File: config.mk
export PLATFORM = sky130hd
export DESIGN_NAME = mdb_coin_changer_responder
export DESIGN_NICKNAME = d
export VERILOG_FILES = /design/src/mdbcc_pkg.sv /design/src/mdbcc_front.sv /design/src/mdbcc_queue.sv /design/src/mdbcc_back.sv /design/src/mdb_coin_changer_responder.sv
export SDC_FILE = /design/constraint.sdc
export NUM_CORES = 1
export LEC_CHECK = 0
export BUFFER_PORTS_ARGS = -buffer_cell sky130_fd_sc_hd__buf_2
export CORE_ASPECT_RATIO = 0.5
export CORE_UTILIZATION = 40
export DETAILED_ROUTE_END_ITERATION = 16
export PLACE_DENSITY = 0.56
export SYNTH_ARGS = -nofsm -noshare
export SYNTH_HDL_FRONTEND = slang
export SYNTH_SLANG_ARGS = --single-unit
File: constraint.sdc
create_clock -name clk -period 6.1 [get_ports clk]
set_input_delay 0.915 -clock clk [delete_from_list [all_inputs] [get_ports clk]]
set_output_delay 0.915 -clock clk [all_outputs]
set_load 0.005 [all_outputs]
File: src/mdbcc_pkg.sv
// Shared types, command codes and response tables for the MDB coin changer responder.
// No dependencies; used by every module of the block except the checker.
package mdbcc_pkg;

  localparam logic [7:0] ADDR_TOP_BITS = 8'hF8;
  localparam logic [7:0] ADDR_MATCH    = 8'h08;
  localparam logic [7:0] CMD_RESET  = 8'h08;
  localparam logic [7:0] CMD_SETUP  = 8'h09;
  localparam logic [7:0] CMD_TUBE   = 8'h0A;
  localparam logic [7:0] CMD_POLL   = 8'h0B;
  localparam logic [7:0] CMD_MULTI0 = 8'h0C;
  localparam logic [7:0] CMD_MULTI1 = 8'h0D;
  localparam logic [7:0] ACK_BYTE   = 8'h00;

  localparam int unsigned IDX_W = 5;

  typedef enum logic [2:0] {
    RESP_NONE,
    RESP_ACK,
    RESP_SETUP,
    RESP_TUBE,
    RESP_DISPENSE
  } resp_t;

  typedef enum logic {
    SEQ_IDLE,
    SEQ_RUN
  } seq_state_t;

  // front -> queue
  typedef struct packed {
    logic  push;
    resp_t code;
  } resp_req_t;

  // queue -> back
  typedef struct packed {
    logic  valid;
    resp_t code;
  } q_head_t;

  function automatic logic [IDX_W-1:0] table_len(input resp_t k);
    logic [IDX_W-1:0] n;
    case (k)
      RESP_SETUP:    n = IDX_W'(23);
      RESP_TUBE:     n = IDX_W'(18);
      RESP_DISPENSE: n = IDX_W'(3);
      default:       n = '0;
    endcase
    return n;
  endfunction

  function automatic logic [7:0] setup_byte(input logic [IDX_W-1:0] i);
    logic [7:0] b;
    case (i)
      5'd0:    b = 8'h02;
      5'd1:    b = 8'h16;
      5'd2:    b = 8'h43;
      5'd3:    b = 8'h64;
      5'd4:    b = 8'h02;
      5'd5:    b = 8'h00;
      5'd6:    b = 8'hFF;
      5'd7:    b = 8'h01;
      5'd8:    b = 8'h02;
      5'd9:    b = 8'h05;
      5'd10:   b = 8'h0A;
      5'd11:   b = 8'h19;
      5'd12:   b = 8'h32;
      5'd13:   b = 8'h64;
      5'd14:   b = 8'hC8;
      default: b = 8'h00;
    endcase
    return b;
  endfunction

  function automatic logic [7:0] tube_byte(input logic [IDX_W-1:0] i);
    logic [7:0] b;
    case (i) inside
      [5'd2:5'd9]: b = 8'hFF;
      default:     b = 8'h00;
    endcase
    return b;
  endfunction

  function automatic logic [7:0] dispense_byte(input logic [IDX_W-1:0] i);
    logic [7:0] b;
    case (i)
      5'd0:    b = 8'h57;
      5'd1:    b = 8'hFF;
      default: b = 8'h01;
    endcase
    return b;
  endfunction

  function automatic logic [7:0] table_byte(input resp_t k, input logic [IDX_W-1:0] i);
    logic [7:0] b;
    case (k)
      RESP_SETUP:    b = setup_byte(i);
      RESP_TUBE:     b = tube_byte(i);
      RESP_DISPENSE: b = dispense_byte(i);
      default:       b = 8'h00;
    endcase
    return b;
  endfunction

endpackage

File: src/mdbcc_front.sv
// Front end: frame tracking on received MDB bytes, classifies a closed frame
// into a response code. Depends on mdbcc_pkg.
module mdbcc_front
  import mdbcc_pkg::*;
#(
  parameter int unsigned FRAME_LIMIT = 16
) (
  input  logic       clk,
  input  logic       rst,
  input  logic       in_valid,
  output logic       in_stall,
  input  logic [7:0] rx_byte,
  input  logic       rx_mode_bit,
  input  logic       event_idle,
  input  logic       q_full,
  output resp_req_t  req
);

  localparam int unsigned CNT_W = $clog2(FRAME_LIMIT);

  logic             dormant;
  logic [CNT_W-1:0] frame_count;
  logic [7:0]       running_sum;
  logic [7:0]       command_byte;

  logic  accept;
  resp_t resp;

  assign in_stall = q_full;
  assign accept   = in_valid && !q_full;

  always_comb begin
    resp = RESP_NONE;
    if (frame_count == CNT_W'(1)) begin
      case (command_byte)
        CMD_RESET: resp = RESP_ACK;
        CMD_SETUP: resp = RESP_SETUP;
        CMD_TUBE:  resp = RESP_TUBE;
        CMD_POLL:  resp = event_idle ? RESP_ACK : RESP_DISPENSE;
        default:   resp = RESP_NONE;
      endcase
    end else begin
      case (command_byte) inside
        CMD_MULTI0, CMD_MULTI1: resp = RESP_ACK;
        default:                resp = RESP_NONE;
      endcase
    end
  end

  // a checksum match on a live frame within the length limit closes it and pushes its response code, if any
  always_comb begin
    req.push = accept && !dormant && (frame_count <= CNT_W'(FRAME_LIMIT - 2))
               && (running_sum == rx_byte) && (resp != RESP_NONE);
    req.code = resp;
  end

  always_ff @(posedge clk) begin
    if (rst) begin
      dormant     <= 1'b1;
      frame_count <= '0;
      running_sum <= '0;
    end else if (accept) begin
      if (dormant) begin
        if (rx_mode_bit) begin
          if ((rx_byte & ADDR_TOP_BITS) == ADDR_MATCH) begin
            frame_count <= CNT_W'(1);
            running_sum <= rx_byte;
            dormant     <= 1'b0;
          end else begin
            frame_count <= '0;
            running_sum <= '0;
          end
        end
      end else if (frame_count > CNT_W'(FRAME_LIMIT - 2)) begin
        // overflow drops the frame
        frame_count <= '0;
        running_sum <= '0;
        dormant     <= 1'b1;
      end else if (running_sum == rx_byte) begin
        frame_count <= '0;
        running_sum <= '0;
        dormant     <= 1'b1;
      end else begin
        running_sum <= running_sum + rx_byte;
        frame_count <= frame_count + CNT_W'(1);
      end
    end
  end

  always_ff @(posedge clk) begin
    if (accept && dormant && rx_mode_bit && ((rx_byte & ADDR_TOP_BITS) == ADDR_MATCH)) begin
      command_byte <= rx_byte;
    end
  end

endmodule

File: src/mdbcc_queue.sv
// Two-entry queue of response codes between front end and response sequencer.
// Depends on mdbcc_pkg.
module mdbcc_queue
  import mdbcc_pkg::*;
(
  input  logic      clk,
  input  logic      rst,
  input  resp_req_t req,
  output logic      q_full,
  output q_head_t   head,
  input  logic      pop
);

  resp_t      mem [2];
  logic       wr_ptr;
  logic       rd_ptr;
  logic [1:0] count;
  logic       do_pop;

  assign q_full     = (count == 2'd2);
  assign head.valid = (count != 2'd0);
  assign head.code  = mem[rd_ptr];
  assign do_pop     = pop && head.valid;

  always_ff @(posedge clk) begin
    if (req.push) begin
      mem[wr_ptr] <= req.code;
    end
  end

  always_ff @(posedge clk) begin
    if (rst) begin
      wr_ptr <= 1'b0;
      rd_ptr <= 1'b0;
      count  <= '0;
    end else begin
      if (req.push) begin
        wr_ptr <= ~wr_ptr;
      end
      if (do_pop) begin
        rd_ptr <= ~rd_ptr;
      end
      case ({req.push, do_pop})
        2'b10:   count <= count + 2'd1;
        2'b01:   count <= count - 2'd1;
        default: count <= count;
      endcase
    end
  end

endmodule

File: src/mdbcc_back.sv
// Response sequencer: plays ACK or a ROM table plus checksum into the output
// register. Depends on mdbcc_pkg.
module mdbcc_back
  import mdbcc_pkg::*;
(
  input  logic       clk,
  input  logic       rst,
  input  q_head_t    head,
  output logic       pop,
  output logic       out_valid,
  input  logic       out_stall,
  output logic [7:0] tx_byte,
  output logic       tx_mode_bit,
  output logic       last_of_run
);

  seq_state_t       state;
  seq_state_t       state_next;
  resp_t            kind;
  logic [IDX_W-1:0] idx;
  logic [7:0]       sum;

  logic       advance;
  logic       at_end;
  logic       load;
  logic [7:0] byte_next;
  logic       mode_next;
  logic       last_next;
  logic [7:0] tab_b;

  assign advance = !out_valid || !out_stall;
  assign at_end  = (idx == table_len(kind));
  assign tab_b   = table_byte(kind, idx);

  always_comb begin
    state_next = state;
    case (state)
      SEQ_IDLE: begin
        if (advance && head.valid && head.code != RESP_ACK) begin
          state_next = SEQ_RUN;
        end
      end
      SEQ_RUN: begin
        if (advance && at_end) begin
          state_next = SEQ_IDLE;
        end
      end
      default: state_next = SEQ_IDLE;
    endcase
  end

  always_comb begin
    pop       = 1'b0;
    load      = 1'b0;
    byte_next = ACK_BYTE;
    mode_next = 1'b1;
    last_next = 1'b1;
    case (state)
      SEQ_IDLE: begin
        pop  = advance && head.valid;
        load = pop && head.code == RESP_ACK;
      end
      SEQ_RUN: begin
        load = advance;
        if (at_end) begin
          byte_next = sum;
        end else begin
          byte_next = tab_b;
          mode_next = 1'b0;
          last_next = 1'b0;
        end
      end
      default: ;
    endcase
  end

  always_ff @(posedge clk) begin
    if (rst) begin
      state     <= SEQ_IDLE;
      out_valid <= 1'b0;
    end else begin
      state <= state_next;
      if (advance) begin
        out_valid <= load;
      end
    end
  end

  always_ff @(posedge clk) begin
    if (advance && load) begin
      tx_byte     <= byte_next;
      tx_mode_bit <= mode_next;
      last_of_run <= last_next;
    end
    if (state == SEQ_IDLE) begin
      kind <= head.code;
      idx  <= '0;
      sum  <= '0;
    end else if (advance && !at_end) begin
      idx <= idx + IDX_W'(1);
      sum <= sum + tab_b;
    end
  end

endmodule

File: src/mdb_coin_changer_responder.sv
// An ACK passes from the closing byte through the response queue to the output register; a
// table response also goes through the start state, then gives one byte a cycle (24 for SETUP)
// while out_stall is low. Input: one item per cycle while the 2-entry response queue has
// room; each table response spends its start state with no byte on the output.
// Reset (rst, synchronous): block dormant, queue empty, output empty.
module mdb_coin_changer_responder
  import mdbcc_pkg::*;
#(
  parameter int unsigned FRAME_LIMIT = 16
) (
  input  logic       clk,
  input  logic       rst,
  input  logic       in_valid,
  output logic       in_stall,
  input  logic [7:0] rx_byte,
  input  logic       rx_mode_bit,
  input  logic       event_idle,
  output logic       out_valid,
  input  logic       out_stall,
  output logic [7:0] tx_byte,
  output logic       tx_mode_bit,
  output logic       last_of_run
);

  resp_req_t req;
  q_head_t   head;
  logic      q_full;
  logic      pop;

  mdbcc_front #(
    .FRAME_LIMIT(FRAME_LIMIT)
  ) u_front (
    .clk         (clk),
    .rst         (rst),
    .in_valid    (in_valid),
    .in_stall    (in_stall),
    .rx_byte     (rx_byte),
    .rx_mode_bit (rx_mode_bit),
    .event_idle  (event_idle),
    .q_full      (q_full),
    .req         (req)
  );

  mdbcc_queue u_queue (
    .clk    (clk),
    .rst    (rst),
    .req    (req),
    .q_full (q_full),
    .head   (head),
    .pop    (pop)
  );

  mdbcc_back u_back (
    .clk         (clk),
    .rst         (rst),
    .head        (head),
    .pop         (pop),
    .out_valid   (out_valid),
    .out_stall   (out_stall),
    .tx_byte     (tx_byte),
    .tx_mode_bit (tx_mode_bit),
    .last_of_run (last_of_run)
  );

endmodule

==> flow_metrics.env <==
export IMPL_final_nets=468
export IMPL_min_from="u_back.sum[2]$_SDFFE_PN0P_"
export IMPL_irDropWorstVdd_v=0.000139
export IMPL_synth_area_um2=3880
export IMPL_max_freq_mhz=271
export IMPL_vias=2969
export IMPL_grt_pass1_vias=3047
export IMPL_dpl_cell_area_um2=4070
export IMPL_yosysMostFrequentCell="nand2_1"
export IMPL_r2r_start="u_back.idx[0]$_SDFFE_PN0P_"
export IMPL_cp_max_fo=11
export IMPL_hold_buffers=0
export IMPL_status="finished clean"
export IMPL_gr_total_overflow=0
export IMPL_cts_resized=0
export IMPL_slew_headroom_pct=26.4
export IMPL_routed_via_density=5.30
export IMPL_drive_gt1_share_pct=14.9
export IMPL_antenna_diode_count=0
export IMPL_end_kind="flop"
export IMPL_setup_viol=0
export IMPL_reg2reg_to="u_back.sum[7]$_SDFFE_PN0P_"
export IMPL_totalWireLength_mm=8.37
export IMPL_htree_levels=3
export IMPL_slowest_stage="dfxtp_1"
export IMPL_ys_seq_area_share_pct=41.3
export IMPL_max_stage_delay_ns=0.53
export IMPL_rrSetupSlack_ns=2.40
export IMPL_start_util_pct=42.9
export IMPL_die_area_um2=10100
export IMPL_nFillCells=856
export IMPL_powerDensity_nw_per_um2=324
export IMPL_antenna_found_initial=0
export IMPL_cp_start_kind="flop"
export IMPL_cts_tree="yes"
export IMPL_io_pins=26
export IMPL_synth_distinct_cells=70
export IMPL_cp_required_ns=6.35
export IMPL_die_h_um=71.6
export IMPL_path_cells="inv_1 -> ha_1 -> nor4_1 -> or4_1 -> and2_1 -> nand2_1 -> ha_1 -> a21o_1 -> a211oi_1 -> nor2_1 -> o41ai_1 -> xor2_1 -> or3_1 -> a21oi_1"
export IMPL_reg2regPathDepth=14
export IMPL_critPathKind="flop to flop"
export IMPL_grt_max_degree=26
export IMPL_final_area_um2=4430
export IMPL_timing_final_ws_setup_ns=2.40
export IMPL_syn2layout_area_growth_pct=14.2
export IMPL_postRouteAntennaNets=0
export IMPL_fin_crit_ns=3.70
export IMPL_final_max_slew_viol_count=0
export IMPL_core_um2=9040
export IMPL_hold_end="u_back.sum[2]$_SDFFE_PN0P_"
export IMPL_post_dp_hpwl_mm=6.18
export IMPL_gp_congestion=0.885
export IMPL_p_leak_uw=0.00172
export IMPL_fin_worst_skew_ns=0.00633
export IMPL_post_route_drc_count=0
export IMPL_syn_instance_count=406
export IMPL_first_iter_violations=124
export IMPL_hold_depth=2
export IMPL_cts_buffers=9
export IMPL_hp_class="flop to flop"
export IMPL_finalHoldViolCount=0
export IMPL_cts_sinks=67
export IMPL_cap_violations=0
export IMPL_clock_latency_ns=0.33
export IMPL_synth_flop_cell="dfxtp_1"
export IMPL_cts_max_path_buffers=2
export IMPL_synth_seq_cells=67
export IMPL_synth_top_area_share_pct=21.2
export IMPL_row_count=24
export IMPL_yosys_top_cells_count="nand2_1, dfxtp_1, nor2_1"
export IMPL_cp_arrival_ns=3.94
export IMPL_worst_pin_slew_ns=1.10
export IMPL_die_x_um=141
export IMPL_yosys_area_top_type="dfxtp_1"
export IMPL_fin_crit_sh_pct=60.6
export IMPL_synthArstFlopShare_pct=0
export IMPL_postCtsSetupBuffers=0
export IMPL_grt_total_usage_pct=18.4
export IMPL_syn_avg_cell_area_um2=9.55
export IMPL_clockRootBuffer="clkbuf_16"
export IMPL_synth_area_top_cells="dfxtp_1, edfxtp_1, ha_1"
export IMPL_path_clk_slew_ns=0.05
export IMPL_setup_tns_ns=0
export IMPL_synth_enable_flop_cells=26
export IMPL_yosysWarnings=0
export IMPL_wl_per_cell_um=14.9
export IMPL_io_buffers=25
export IMPL_rsz0062_at_grt="false"
export IMPL_syn_num_nets=449
export IMPL_pre_cts_ws_ns=2.49
export IMPL_drt_first_pass_iters=5
export IMPL_crit_top_cell="ha_1"
export IMPL_grt_pass1_wl_mm=14.4
==> cell usage in the layout, fill, tap and decap left out, types with 4 or more instances in the layout <==
cell	synthesis	final
xor2_1	8	8
nor2_1	41	41
nand3_1	5	5
buf_2	5	25
ha_1	27	27
nor3_1	13	13
edfxtp_1	26	26
nor4_1	4	4
bufinv_16	0	4
a311oi_1	4	4
mux2_2	5	5
mux2i_1	4	4
a22oi_1	4	4
a211oi_1	5	5
nor2b_1	4	4
xnor2_1	14	14
a21oi_1	26	26
a21o_1	10	10
nand2_1	46	46
nand2b_1	4	4
dfxtp_1	41	41
clkbuf_16	0	9
o21ai_0	11	11
inv_1	21	21
==> worst max-delay path by stage <==
stage,start,end,slack (ns),cells past startpoint
floorplan,u_back.idx[1]$_SDFFE_PN0P_,u_back.sum[7]$_SDFFE_PN0P_,2.87,17
global placement,u_back.idx[1]$_SDFFE_PN0P_,u_back.sum[7]$_SDFFE_PN0P_,2.49,15
detailed placement,u_back.idx[1]$_SDFFE_PN0P_,u_back.sum[7]$_SDFFE_PN0P_,2.49,15
CTS,u_back.idx[1]$_SDFFE_PN0P_,u_back.sum[7]$_SDFFE_PN0P_,2.44,15
global route,u_back.idx[1]$_SDFFE_PN0P_,u_back.sum[7]$_SDFFE_PN0P_,2.06,15
finish,u_back.idx[0]$_SDFFE_PN0P_,u_back.sum[7]$_SDFFE_PN0P_,2.40,14
==> worst max-delay path, delay by kind of cell (launching register included) <==
| family | cells | cell delay [ns] |
|---|---|---|
| xor+xnor | 1 | 0.14 |
| flops | 1 | 0.53 |
| fa+ha+maj | 2 | 0.51 |
| buf+inv | 1 | 0.17 |
| simple gates | 6 | 1.34 |
| compound gates | 4 | 0.89 |
==> report_power, final <==
part / switching (µW) / total, µW / internal (µW)
Combinational: 182 / 281 / 98.4
Sequential: 28.6 / 529 / 500
Clock: 185 / 623 / 438
Total: 396 / 1430 / 1040
==> area by class of cell <==
class / count / area [µm²] / area share (%)
multi-input cells: 299 / 2100 / 47.3
flip-flops and latches: 67 / 1600 / 36.2
clock buffers: 10 / 229 / 5.17
well taps: 130 / 163 / 3.67
clock inverters: 6 / 128 / 2.88
repair buffers: 25 / 125 / 2.83
inverters: 23 / 86.3 / 1.95
==> kinds of logic (layout without fill, tap and decap cells) <==
| logic type | Yosys count | in the layout | share of synthesized area [%] |
|---|---|---|---|
| simple gates | 142 | 142 | 17.6 |
| compound gates | 94 | 94 | 17.9 |
| flops | 67 | 67 | 41.3 |
| buf+inv | 40 | 64 | 4.62 |
| fa+ha+maj | 29 | 29 | 9.75 |
| xor+xnor | 22 | 22 | 4.97 |
| mux | 12 | 12 | 3.81 |
==> routing by layer <==
layer	share of wire [%]	routed length [µm]	global-route usage, %	vias up
met1	44	3690	21.3	1395
li1	-	-	-	1488
met4	1.3	112	6.04	0
met2	49	4080	33.4	76
met3	5.9	496	4.88	10
met5	0	0	0	-
==> per-stage QoR <==
step / total power [µW] / utilization (%) / hold slack, ns / instances
after global routing: 1500 / 49.0 / 0.509 / 560
final: 1430 / 49.0 / 0.493 / 560
after floorplan: 751 / - / 0.450 / 406
after global placement: 808 / 45.0 / 0.477 / 544
after CTS: 1450 / 49.0 / 0.483 / 560
after detailed placement: 819 / 45.0 / 0.476 / 544
Power figures use the tool's default switching activity.
